**src/design/fatan_pkg.sv**
```systemverilog
// ----------------------------------------------------------------------------
// fatan_pkg: shared types, constants and helpers for the atan2 pipeline
// Fixed widths of the ratio and polynomial path, Horner coefficients in Q2.30,
// control word passed along the cell chains, rounding and pi helpers.
// ----------------------------------------------------------------------------
package fatan_pkg;

	localparam int COORD_WIDTH_DEF = 16;
	localparam int ANGLE_FRAC_DEF  = 13;

	localparam int ANGLE_W = 16;   // result port width
	localparam int QUOT_W  = 17;   // ratio quotient bits, Q1.16 before rounding
	localparam int Z_W     = 17;   // signed ratio, Q1.15
	localparam int Z2_W    = 31;   // z^2, unsigned Q1.30
	localparam int ACC_W   = 32;   // Horner accumulator, signed Q2.30
	localparam int PROD_W  = 64;   // product / rounding width
	localparam int Q30_SHIFT = 30;
	localparam int POLY_SHIFT_BASE = 45;
	localparam int HORNER_STEPS = 4;

	localparam logic [63:0] PI_Q32 = 64'd13493037705;

	// c9, -c7, c5, -c3, c1 in Q2.30
	localparam logic signed [ACC_W-1:0] HORNER_COEF [0:HORNER_STEPS] = '{
		32'sd22371518,
		-32'sd91410863,
		32'sd193424926,
		-32'sd354656388,
		32'sd1073597943
	};

	typedef struct packed {
		logic valid;
		logic zero;   // both coordinates zero
		logic swap;   // |y| > |x|, ratio is x/y
		logic neg;    // signs of x and y differ
		logic xneg;
		logic yneg;
	} ctl_t;

	// round to nearest, halves away from zero, s >= 1
	function automatic logic signed [PROD_W-1:0] rnd_shift(
		input logic signed [PROD_W-1:0] v,
		input int unsigned s
	);
		logic [PROD_W-1:0] mag;
		logic [PROD_W-1:0] r;
		mag = v[PROD_W-1] ? PROD_W'(-v) : PROD_W'(v);
		r = (mag + (64'd1 << (s - 1))) >> s;
		return v[PROD_W-1] ? -$signed(r) : $signed(r);
	endfunction

	function automatic logic [63:0] pi_scaled(input int unsigned afb);
		return (PI_Q32 + (64'd1 << (31 - afb))) >> (32 - afb);
	endfunction

	function automatic logic [63:0] half_pi_scaled(input int unsigned afb);
		return (PI_Q32 + (64'd1 << (32 - afb))) >> (33 - afb);
	endfunction

endpackage

```
**src/design/fatan_div_cell.sv**
```systemverilog
// ----------------------------------------------------------------------------
// fatan_div_cell: one restoring-division cell
// Compares the partial remainder with the divisor, emits one quotient bit and
// hands the doubled remainder and the word's control to the next cell.
// ----------------------------------------------------------------------------
module fatan_div_cell #(
	parameter int W = fatan_pkg::COORD_WIDTH_DEF
) (
	input  logic                       clk,
	input  logic                       arst_n,
	input  fatan_pkg::ctl_t            ctl_i,
	input  logic [W:0]                 rem_i,
	input  logic [W-1:0]               den_i,
	input  logic [fatan_pkg::QUOT_W-1:0] q_i,
	output fatan_pkg::ctl_t            ctl_o,
	output logic [W:0]                 rem_o,
	output logic [W-1:0]               den_o,
	output logic [fatan_pkg::QUOT_W-1:0] q_o
);
	import fatan_pkg::*;

	logic         ge;
	logic [W:0]   diff;

	assign ge   = rem_i >= {1'b0, den_i};
	assign diff = ge ? rem_i - {1'b0, den_i} : rem_i;

	always_ff @(posedge clk or negedge arst_n) begin
		if (!arst_n) begin
			ctl_o <= '0;
		end else begin
			ctl_o <= ctl_i;
		end
	end

	// remainder stays below the divisor, so the doubled value fits W+1 bits
	always_ff @(posedge clk) begin
		rem_o <= {diff[W-1:0], 1'b0};
		den_o <= den_i;
		q_o   <= {q_i[QUOT_W-2:0], ge};
	end

endmodule

```
**config.mk**
```make
export PLATFORM = sky130hd
export DESIGN_NAME = fatan_div_cell
export DESIGN_NICKNAME = d
export VERILOG_FILES = /design/src/design/fatan_pkg.sv /design/src/design/fatan_div_cell.sv
export SDC_FILE = /design/constraint.sdc
export NUM_CORES = 1
export LEC_CHECK = 0
export BUFFER_PORTS_ARGS = -buffer_cell sky130_fd_sc_hd__buf_2
export CAP_MARGIN = 30
export CORE_ASPECT_RATIO = 0.8
export CORE_MARGIN = 2
export CORE_UTILIZATION = 45
export DETAILED_ROUTE_END_ITERATION = 7
export PLACE_DENSITY = 0.79
export SKIP_LAST_GASP = 1
export SYNTH_ARGS = -nofsm -noshare
export SYNTH_HDL_FRONTEND = slang
export SYNTH_SLANG_ARGS = --single-unit
```
**constraint.sdc**
```tcl
create_clock -name clk -period 0.8 [get_ports clk]
set_input_delay 0.04 -clock clk [delete_from_list [all_inputs] [get_ports clk]]
set_output_delay 0.04 -clock clk [all_outputs]
set_load 0.1 [all_outputs]
```
==> results.toml, run 1 <==
[status]
status = "did not finish"
failed_stage = "clock tree synthesis (4_1_cts)"
tool.error = "[ERROR DPL-0038] Utilization greater than 100%, impossible to legalize"

[yosys]
synthCells = 212
netlist_area_um2 = 2287
synthFlopType = "dfxtp_1"
synth_warnings = 0
yosys.area.top_type = "dfxtp_1"
seq_area_frac_synth = 0.4945
syn_avg_cell_area_um2 = 10.79
synthTopCellsByArea = "dfxtp_1 (43%), ha_1 (8.8%), dfrtp_1 (6.6%)"
ys_ff_latch = 55
synth-async-reset-ratio = 0.1091
synth_fp_nets = 287
synth_edf_count = 0
synth_top_area_share = 0.4289
yosysUniqueCellTypes = 41

[floorplanning]
die_w_um = 83.71
start_util = 0.4621
die_y_um = 67.77
rows = 23
ioPinCount = 114

[clocking]
postCtsHoldBufs = 47
postCtsSetupBuffers = 11
cts_made_buffers = 5
htreeDepth = 2
cts_root_buffer = "clkbuf_8"
post_cts_resized = 50
clockBufferDepth = 2
cts.sink_count = 55

[placed_design]
dpl_cell_area_um2 = 4217
io_buffers = 111
gp_congestion = 0.8815
hpwl_mm = 5.913
dp_slack_ns = -1.372
-- stage by stage --
step           TNS, ns  cells
3_3_place_gp    -19.35    420
2_1_floorplan   -17.74    212
3_5_place_dp    -20.71    420
-- cell families after synthesis --
group           Yosys count  share of synthesized area
compound gates           55                     0.1652
fa+ha+maj                17                    0.09628
mux                      15                    0.08261
buf+inv                  27                    0.05306
flops                    55                     0.4945
xor+xnor                  9                    0.03447
other cells               1                   0.001640
simple gates             33                    0.07221
-- synthesized netlist by cell type (2+ instances only) --
cell / number
nor2_1: 12
o31a_1: 2
mux2i_1: 2
mux2_4: 6
a21o_1: 7
dfrtp_1: 6
ha_1: 16
xor2_1: 3
buf_4: 3
nand3_1: 3
xnor2_1: 6
a21boi_0: 2
inv_1: 22
mux2_2: 7
o21ai_0: 12
nor2b_1: 3
nand4_1: 2
nand2_1: 8
a211oi_1: 5
a21oi_1: 14
dfxtp_1: 49
o21a_1: 3
==> inputs of run 2 (changes only) <==
- CORE_ASPECT_RATIO: 0.8 -> not set
- CORE_UTILIZATION: 45 -> 30
- PLACE_DENSITY: 0.79 -> not set
- PLACE_DENSITY_LB_ADDON: not set -> 0.15
==> run 2 against run 1 <==
Effect of this change:
- the flow now finishes, with violations (negative setup slack)
- synthesized cell count did not move
- synthesized area did not move
==> results.toml, run 2 <==
[sta]
rsz0062_at_grt = "true"
final.setup.tns_ns = -17.04
hold_viol = 0
period_share = 2.045
finalSetupViolCount = 72
period_needed_ns = 1.636
setup_ws_ns = -0.8356
fmax_mhz = 611.4
slew_viol_final = 0
hold_ws_ns = 0.009888

[status]
status = "finished, violations left"
violations = "negative setup slack"

[worst_setup_path]
slowest_delay_ns = 0.51
path_cells = "buf_12 -> inv_12 -> ha_4 -> nand4_4 -> or4_4 -> o211ai_4 -> a31oi_4 -> buf_12 -> mux2_4"
worst-path-buf-inv = 3
cp.depth = 9
path_delay_family = "simple AND/OR/NAND/NOR gates"
end_kind = "flip-flop"
path_max_fanout = 10
crit_path_end = "rem_o[9]"
critPathRequiredTime_ns = 0.99
crit_type = "in -> reg"
arrival_ns = 1.82
cp_common_cell = "buf_12"
cp-startpoint = "den_i[10]"
start_kind = "input port"
crit_path_top_delay_cell = "or4_4"

[floorplanning]
die_area_um2 = 8338
start_util = 0.3120
die_w_um = 91.32
ioPinCount = 114
core_um2 = 7331
die_y_um = 91.32
rows = 31

[yosys]
seq_area_frac_synth = 0.4945
netlist_area_um2 = 2287
synth-async-reset-ratio = 0.1091
synth_edf_count = 0
ys_ff_latch = 55
synth_fp_nets = 287
synth.most_common_cell = "dfxtp_1"
yosysUniqueCellTypes = 41
yosys-top-cells-count = "dfxtp_1 (49), inv_1 (22), ha_1 (16)"
synthTopCellsByArea = "dfxtp_1 (43%), ha_1 (8.8%), dfrtp_1 (6.6%)"
syn_avg_cell_area_um2 = 10.79
yosys.area.top_type = "dfxtp_1"
synth_top_area_share = 0.4289
synth_warnings = 0
synthCells = 212
synthFlopType = "dfxtp_1"

[final_layout]
areaGrowthSynthToFinish_pct = 130.0
top_regs = "q_o (17), den_o (16), rem_o (16)"
final_core_util = 0.7175
largest-register = "q_o"
finalInstanceArea_um2 = 5260
nFillCells = 519
nets = 506
final_cell_mix = "buf_12 (58), buf_4 (58), dfxtp_2 (49)"
num_antenna_cells = 0
largest_register_ffs = 17
drive_above_1_share = 0.6713

[placed_design]
io_buffers = 111
hpwl_mm = 5.168
dpl_cell_area_um2 = 4350
gp_congestion = 0.8155

[global_routing]
track_usage = 0.1717
grt_pass1_wl_mm = 11.61
antenna_found_initial = 0
grt_pass1_vias = 2506
gr-total-overflow = 0
grt_max_degree = 18

[route]
initialDrtViolationCount = 95
vias = 2341
wirelength_mm = 7.071
routed_via_density = 4.409
ant_nets = 0
drc = 0
dr.pass1.iters = 4
detail_route.wl_per_cell_um = 13.32

[flow_run]
cap_violations = 0

[clocking]
path_clk_slew_ns = 0.10
cts_root_buffer = "clkbuf_8"
cts.sink_count = 55
cts_made_buffers = 5
cts_tree = "built"
clockBufferDepth = 2
htreeDepth = 2

[power]
ir_worst_vdd_mv = 1.181
fin_total_pwr_mw = 10.04
power_density_nw_per_um2 = 1909
p_leak_nw = 2.374

[hold_path]
min_path_type = "in -> reg"
-- run 2: cell counts after synthesis --
Identical to the previous run, type by type.
-- run 2: what timing repair did --
item                       in CTS  in global routing
hold buffers                   44                  2
setup endpoints to repair      72                 72
setup buffers                   6                  4
gates resized for setup        41                 27
pin swaps                       9                 17
hold endpoints to repair       49                  2
-- run 2: layout make-up --
type                            instances  area, um^2  share of cell area
Clock inverter                          2       17.52            0.003330
Tap cell                               99       123.9             0.02355
Sequential cell                        55        1200              0.2281
Inverter                               22       102.6             0.01951
Multi-Input combinational cell        130        1326              0.2521
Timing Repair Buffer                  217        2417              0.4596
Clock buffer                            6       72.57             0.01380
-- run 2: per-stage QoR --
| step | setup WS [ns] | instances |
|---|---|---|
| after detailed placement | -1.323 | 467 |
| after floorplan | -1.098 | 212 |
| after global routing | -0.8775 | 531 |
| after global placement | -1.261 | 467 |
| final | -0.8356 | 531 |
| after CTS | -0.8432 | 525 |
-- run 2: cell families (layout without fill, tap and decap cells) --
group | after synthesis | in the layout | synth area share
XOR/XNOR | 9 | 9 | 0.03447
multiplexers | 15 | 15 | 0.08261
buffers and inverters | 27 | 247 | 0.05306
AND/OR/NAND/NOR | 33 | 33 | 0.07221
adder cells (fa/ha/maj) | 17 | 17 | 0.09628
AO/OA/AOI/OAI | 55 | 55 | 0.1652
flip-flops | 55 | 55 | 0.4945
other | 1 | 1 | 0.001640
-- run 2: worst min-delay path by stage --
stage	depth (start not counted)	to	startpoint
3_3_place_gp	1	ctl_o[5]	arst_n
2_1_floorplan	0	ctl_o[0]	arst_n
3_5_place_dp	1	ctl_o[0]	arst_n
6_report	2	rem_o[6]	rem_i[5]
5_1_grt	2	rem_o[12]	rem_i[11]
4_1_cts	2	rem_o[6]	rem_i[5]
-- run 2: routing by layer --
metal	track usage	vias up	part of all wire
li1	-	1171	-
met5	0	-	0
met2	0.3222	85	0.53
met1	0.1994	1083	0.41
met4	0.02652	0	0.0049
met3	0.04232	2	0.058
-- run 2: where the power goes --
group	internal, mW	switching, mW
Sequential	3.08	0.221
Combinational	2.26	2.94
Clock	0.631	0.907
(Power assumes the default switching activity.)
==> inputs of run 3 (changes only) <==
- GPL_ROUTABILITY_DRIVEN: not set -> 0
- clock period: 0.8 -> 2 ns (I/O delays scaled with it)
==> run 3 against run 2 <==
Effect of this change:
- the run now ends clean
- cell area down 27%
- via count is 7.0% lower
- critical path depth decreased by 1
- sequential power is 63% lower
- count of clock-buffer cells in the layout is the same
- worst setup slack gained 0.98 ns
- clock power is 54% lower
- total power down 65%
- flip-flop and latch count did not move
- core utilization decreased by 20 points
- critical path type unchanged
- highest routed layer unchanged
==> results.toml, run 3 (synthesis gave the netlist of run 2 again) <==
[final_layout]
final_common_cell = "buf_2"
drive_above_1_share = 0.4606
nets = 480
stdcell_count = 505
largest-register = "q_o"
largest_register_ffs = 17
areaGrowthSynthToFinish_pct = 67.45
top_regs = "q_o (17), den_o (16), rem_o (16)"
multi_input_area_um2 = 1104
final_core_util = 0.5224
final_cell_mix = "buf_2 (111), dfxtp_1 (49), dlygate4sd3_1 (39), buf_4 (39), inv_1 (22)"
nFillCells = 691
num_antenna_cells = 0
seqCellArea_um2 = 1131

[clocking]
cts_root_buffer = "clkbuf_8"
cts.sink_count = 55
postCtsSetupBuffers = 0
cts_tree = "built"
path_clk_slew_ns = 0.10
cts_made_buffers = 5
clockBufferDepth = 2
htreeDepth = 2

[route]
drc = 0
wirelength_mm = 5.780
detail_route.wl_per_cell_um = 11.45
ant_nets = 0
routed_via_density = 4.309
dr.pass1.iters = 4
vias = 2176
initialDrtViolationCount = 40

[floorplanning]
core_um2 = 7331
die_area_um2 = 8338
rows = 31
die_y_um = 91.32
start_util = 0.3120
ioPinCount = 114
die_w_um = 91.32

[global_routing]
gr-total-overflow = 0
grt_max_degree = 19
track_usage = 0.1389
grt_pass1_wl_mm = 9.453
antenna_found_initial = 0
grt_pass1_vias = 2115

[power]
p_seq_frac = 0.352
combinationalPowerShare = 0.447
p_int_mw = 1.977
ir_worst_vdd_mv = 0.5646
netSwitchingPower_mw = 1.515
power_density_nw_per_um2 = 911.8
clock_power_share = 0.201
p_leak_nw = 1.908
switching_share = 0.4339

[worst_setup_path]
arrival_ns = 2.07
crit_path_top_delay_cell = "dlygate4sd3_1"
critPathRequiredTime_ns = 2.21
start_kind = "input port"
path_cells = "dlygate4sd3_1 -> buf_2 -> inv_1 -> ha_1 -> a211o_1 -> a31oi_4 -> buf_12 -> mux2_2"
path_max_fanout = 8
slowest_delay_ns = 0.52
crit_type = "in -> reg"
end_kind = "flip-flop"

[flow_run]
cap_violations = 0

[hold_path]
whs_path_depth = 2
worstHoldStart = "rem_i[5]"
whs_endpoint = "rem_o[6]"
min_path_type = "in -> reg"

[placed_design]
hpwl_mm = 4.383
dp_slack_ns = -0.1772
dp.cells = 458
io_buffers = 111

[sta]
period_share = 0.9268
final.setup.tns_ns = 0
finalSetupViolCount = 0
rsz0062_at_grt = "false"
hold_viol = 0
period_needed_ns = 1.854
fmax_mhz = 539.5
hold_ws_ns = 0.02648
slew_viol_final = 0
setup_ws_ns = 0.1464

[status]
status = "finished clean"
-- run 3: how the worst max path moves through the flow --
stage	start	endpoint
6_report	den_i[15]	rem_o[3]
5_1_grt	rem_i[0]	rem_o[13]
4_1_cts	den_i[15]	rem_o[7]
3_5_place_dp	rem_i[0]	rem_o[13]
3_3_place_gp	den_i[4]	rem_o[6]
2_1_floorplan	rem_i[0]	rem_o[13]
-- run 3: through the flow --
stage               power (mW)  cell area [um^2]
finish                   3.492              3830
global route             3.663              3830
CTS                      3.538              3827
detailed placement       2.759              3327
global placement         2.754              3327
floorplan                2.435              2370
-- run 3: layer usage --
metal | vias up | wire length (um) | global-route usage
met5 | - | 0 | 0
met4 | 0 | 82 | 0.04545
met3 | 8 | 336 | 0.02905
met2 | 75 | 2584 | 0.2272
met1 | 974 | 2776 | 0.1827
li1 | 1119 | - | -
-- run 3: power by group through the flow --
stage	Clock, mW	Combinational, mW	Sequential (mW)
2_1_floorplan	0	0.373	2.06
3_3_place_gp	0	1.50	1.25
3_5_place_dp	0	1.51	1.25
4_1_cts	0.741	1.57	1.23
5_1_grt	0.781	1.64	1.24
6_report	0.702	1.56	1.23
-- run 3: repair_timing --
action,in CTS,in global routing
setup endpoints to repair,0,1
hold endpoints to repair,44,0
hold buffers,39,0
gates resized for setup,0,1
-- run 3: layout make-up --
cell class	count	share of cell area
Clock buffer	6	0.02450
Clock inverter	2	0.004247
Inverter	22	0.02156
Multi-Input combinational cell	130	0.2881
Sequential cell	55	0.2953
Tap cell	99	0.03234
Timing Repair Buffer	191	0.3339
-- run 3: critical path: cells and delay by family --
family          cells  cell delay, ns
buf+inv             4            0.82
compound gates      2            0.54
mux                 1            0.33
fa+ha+maj           1            0.28
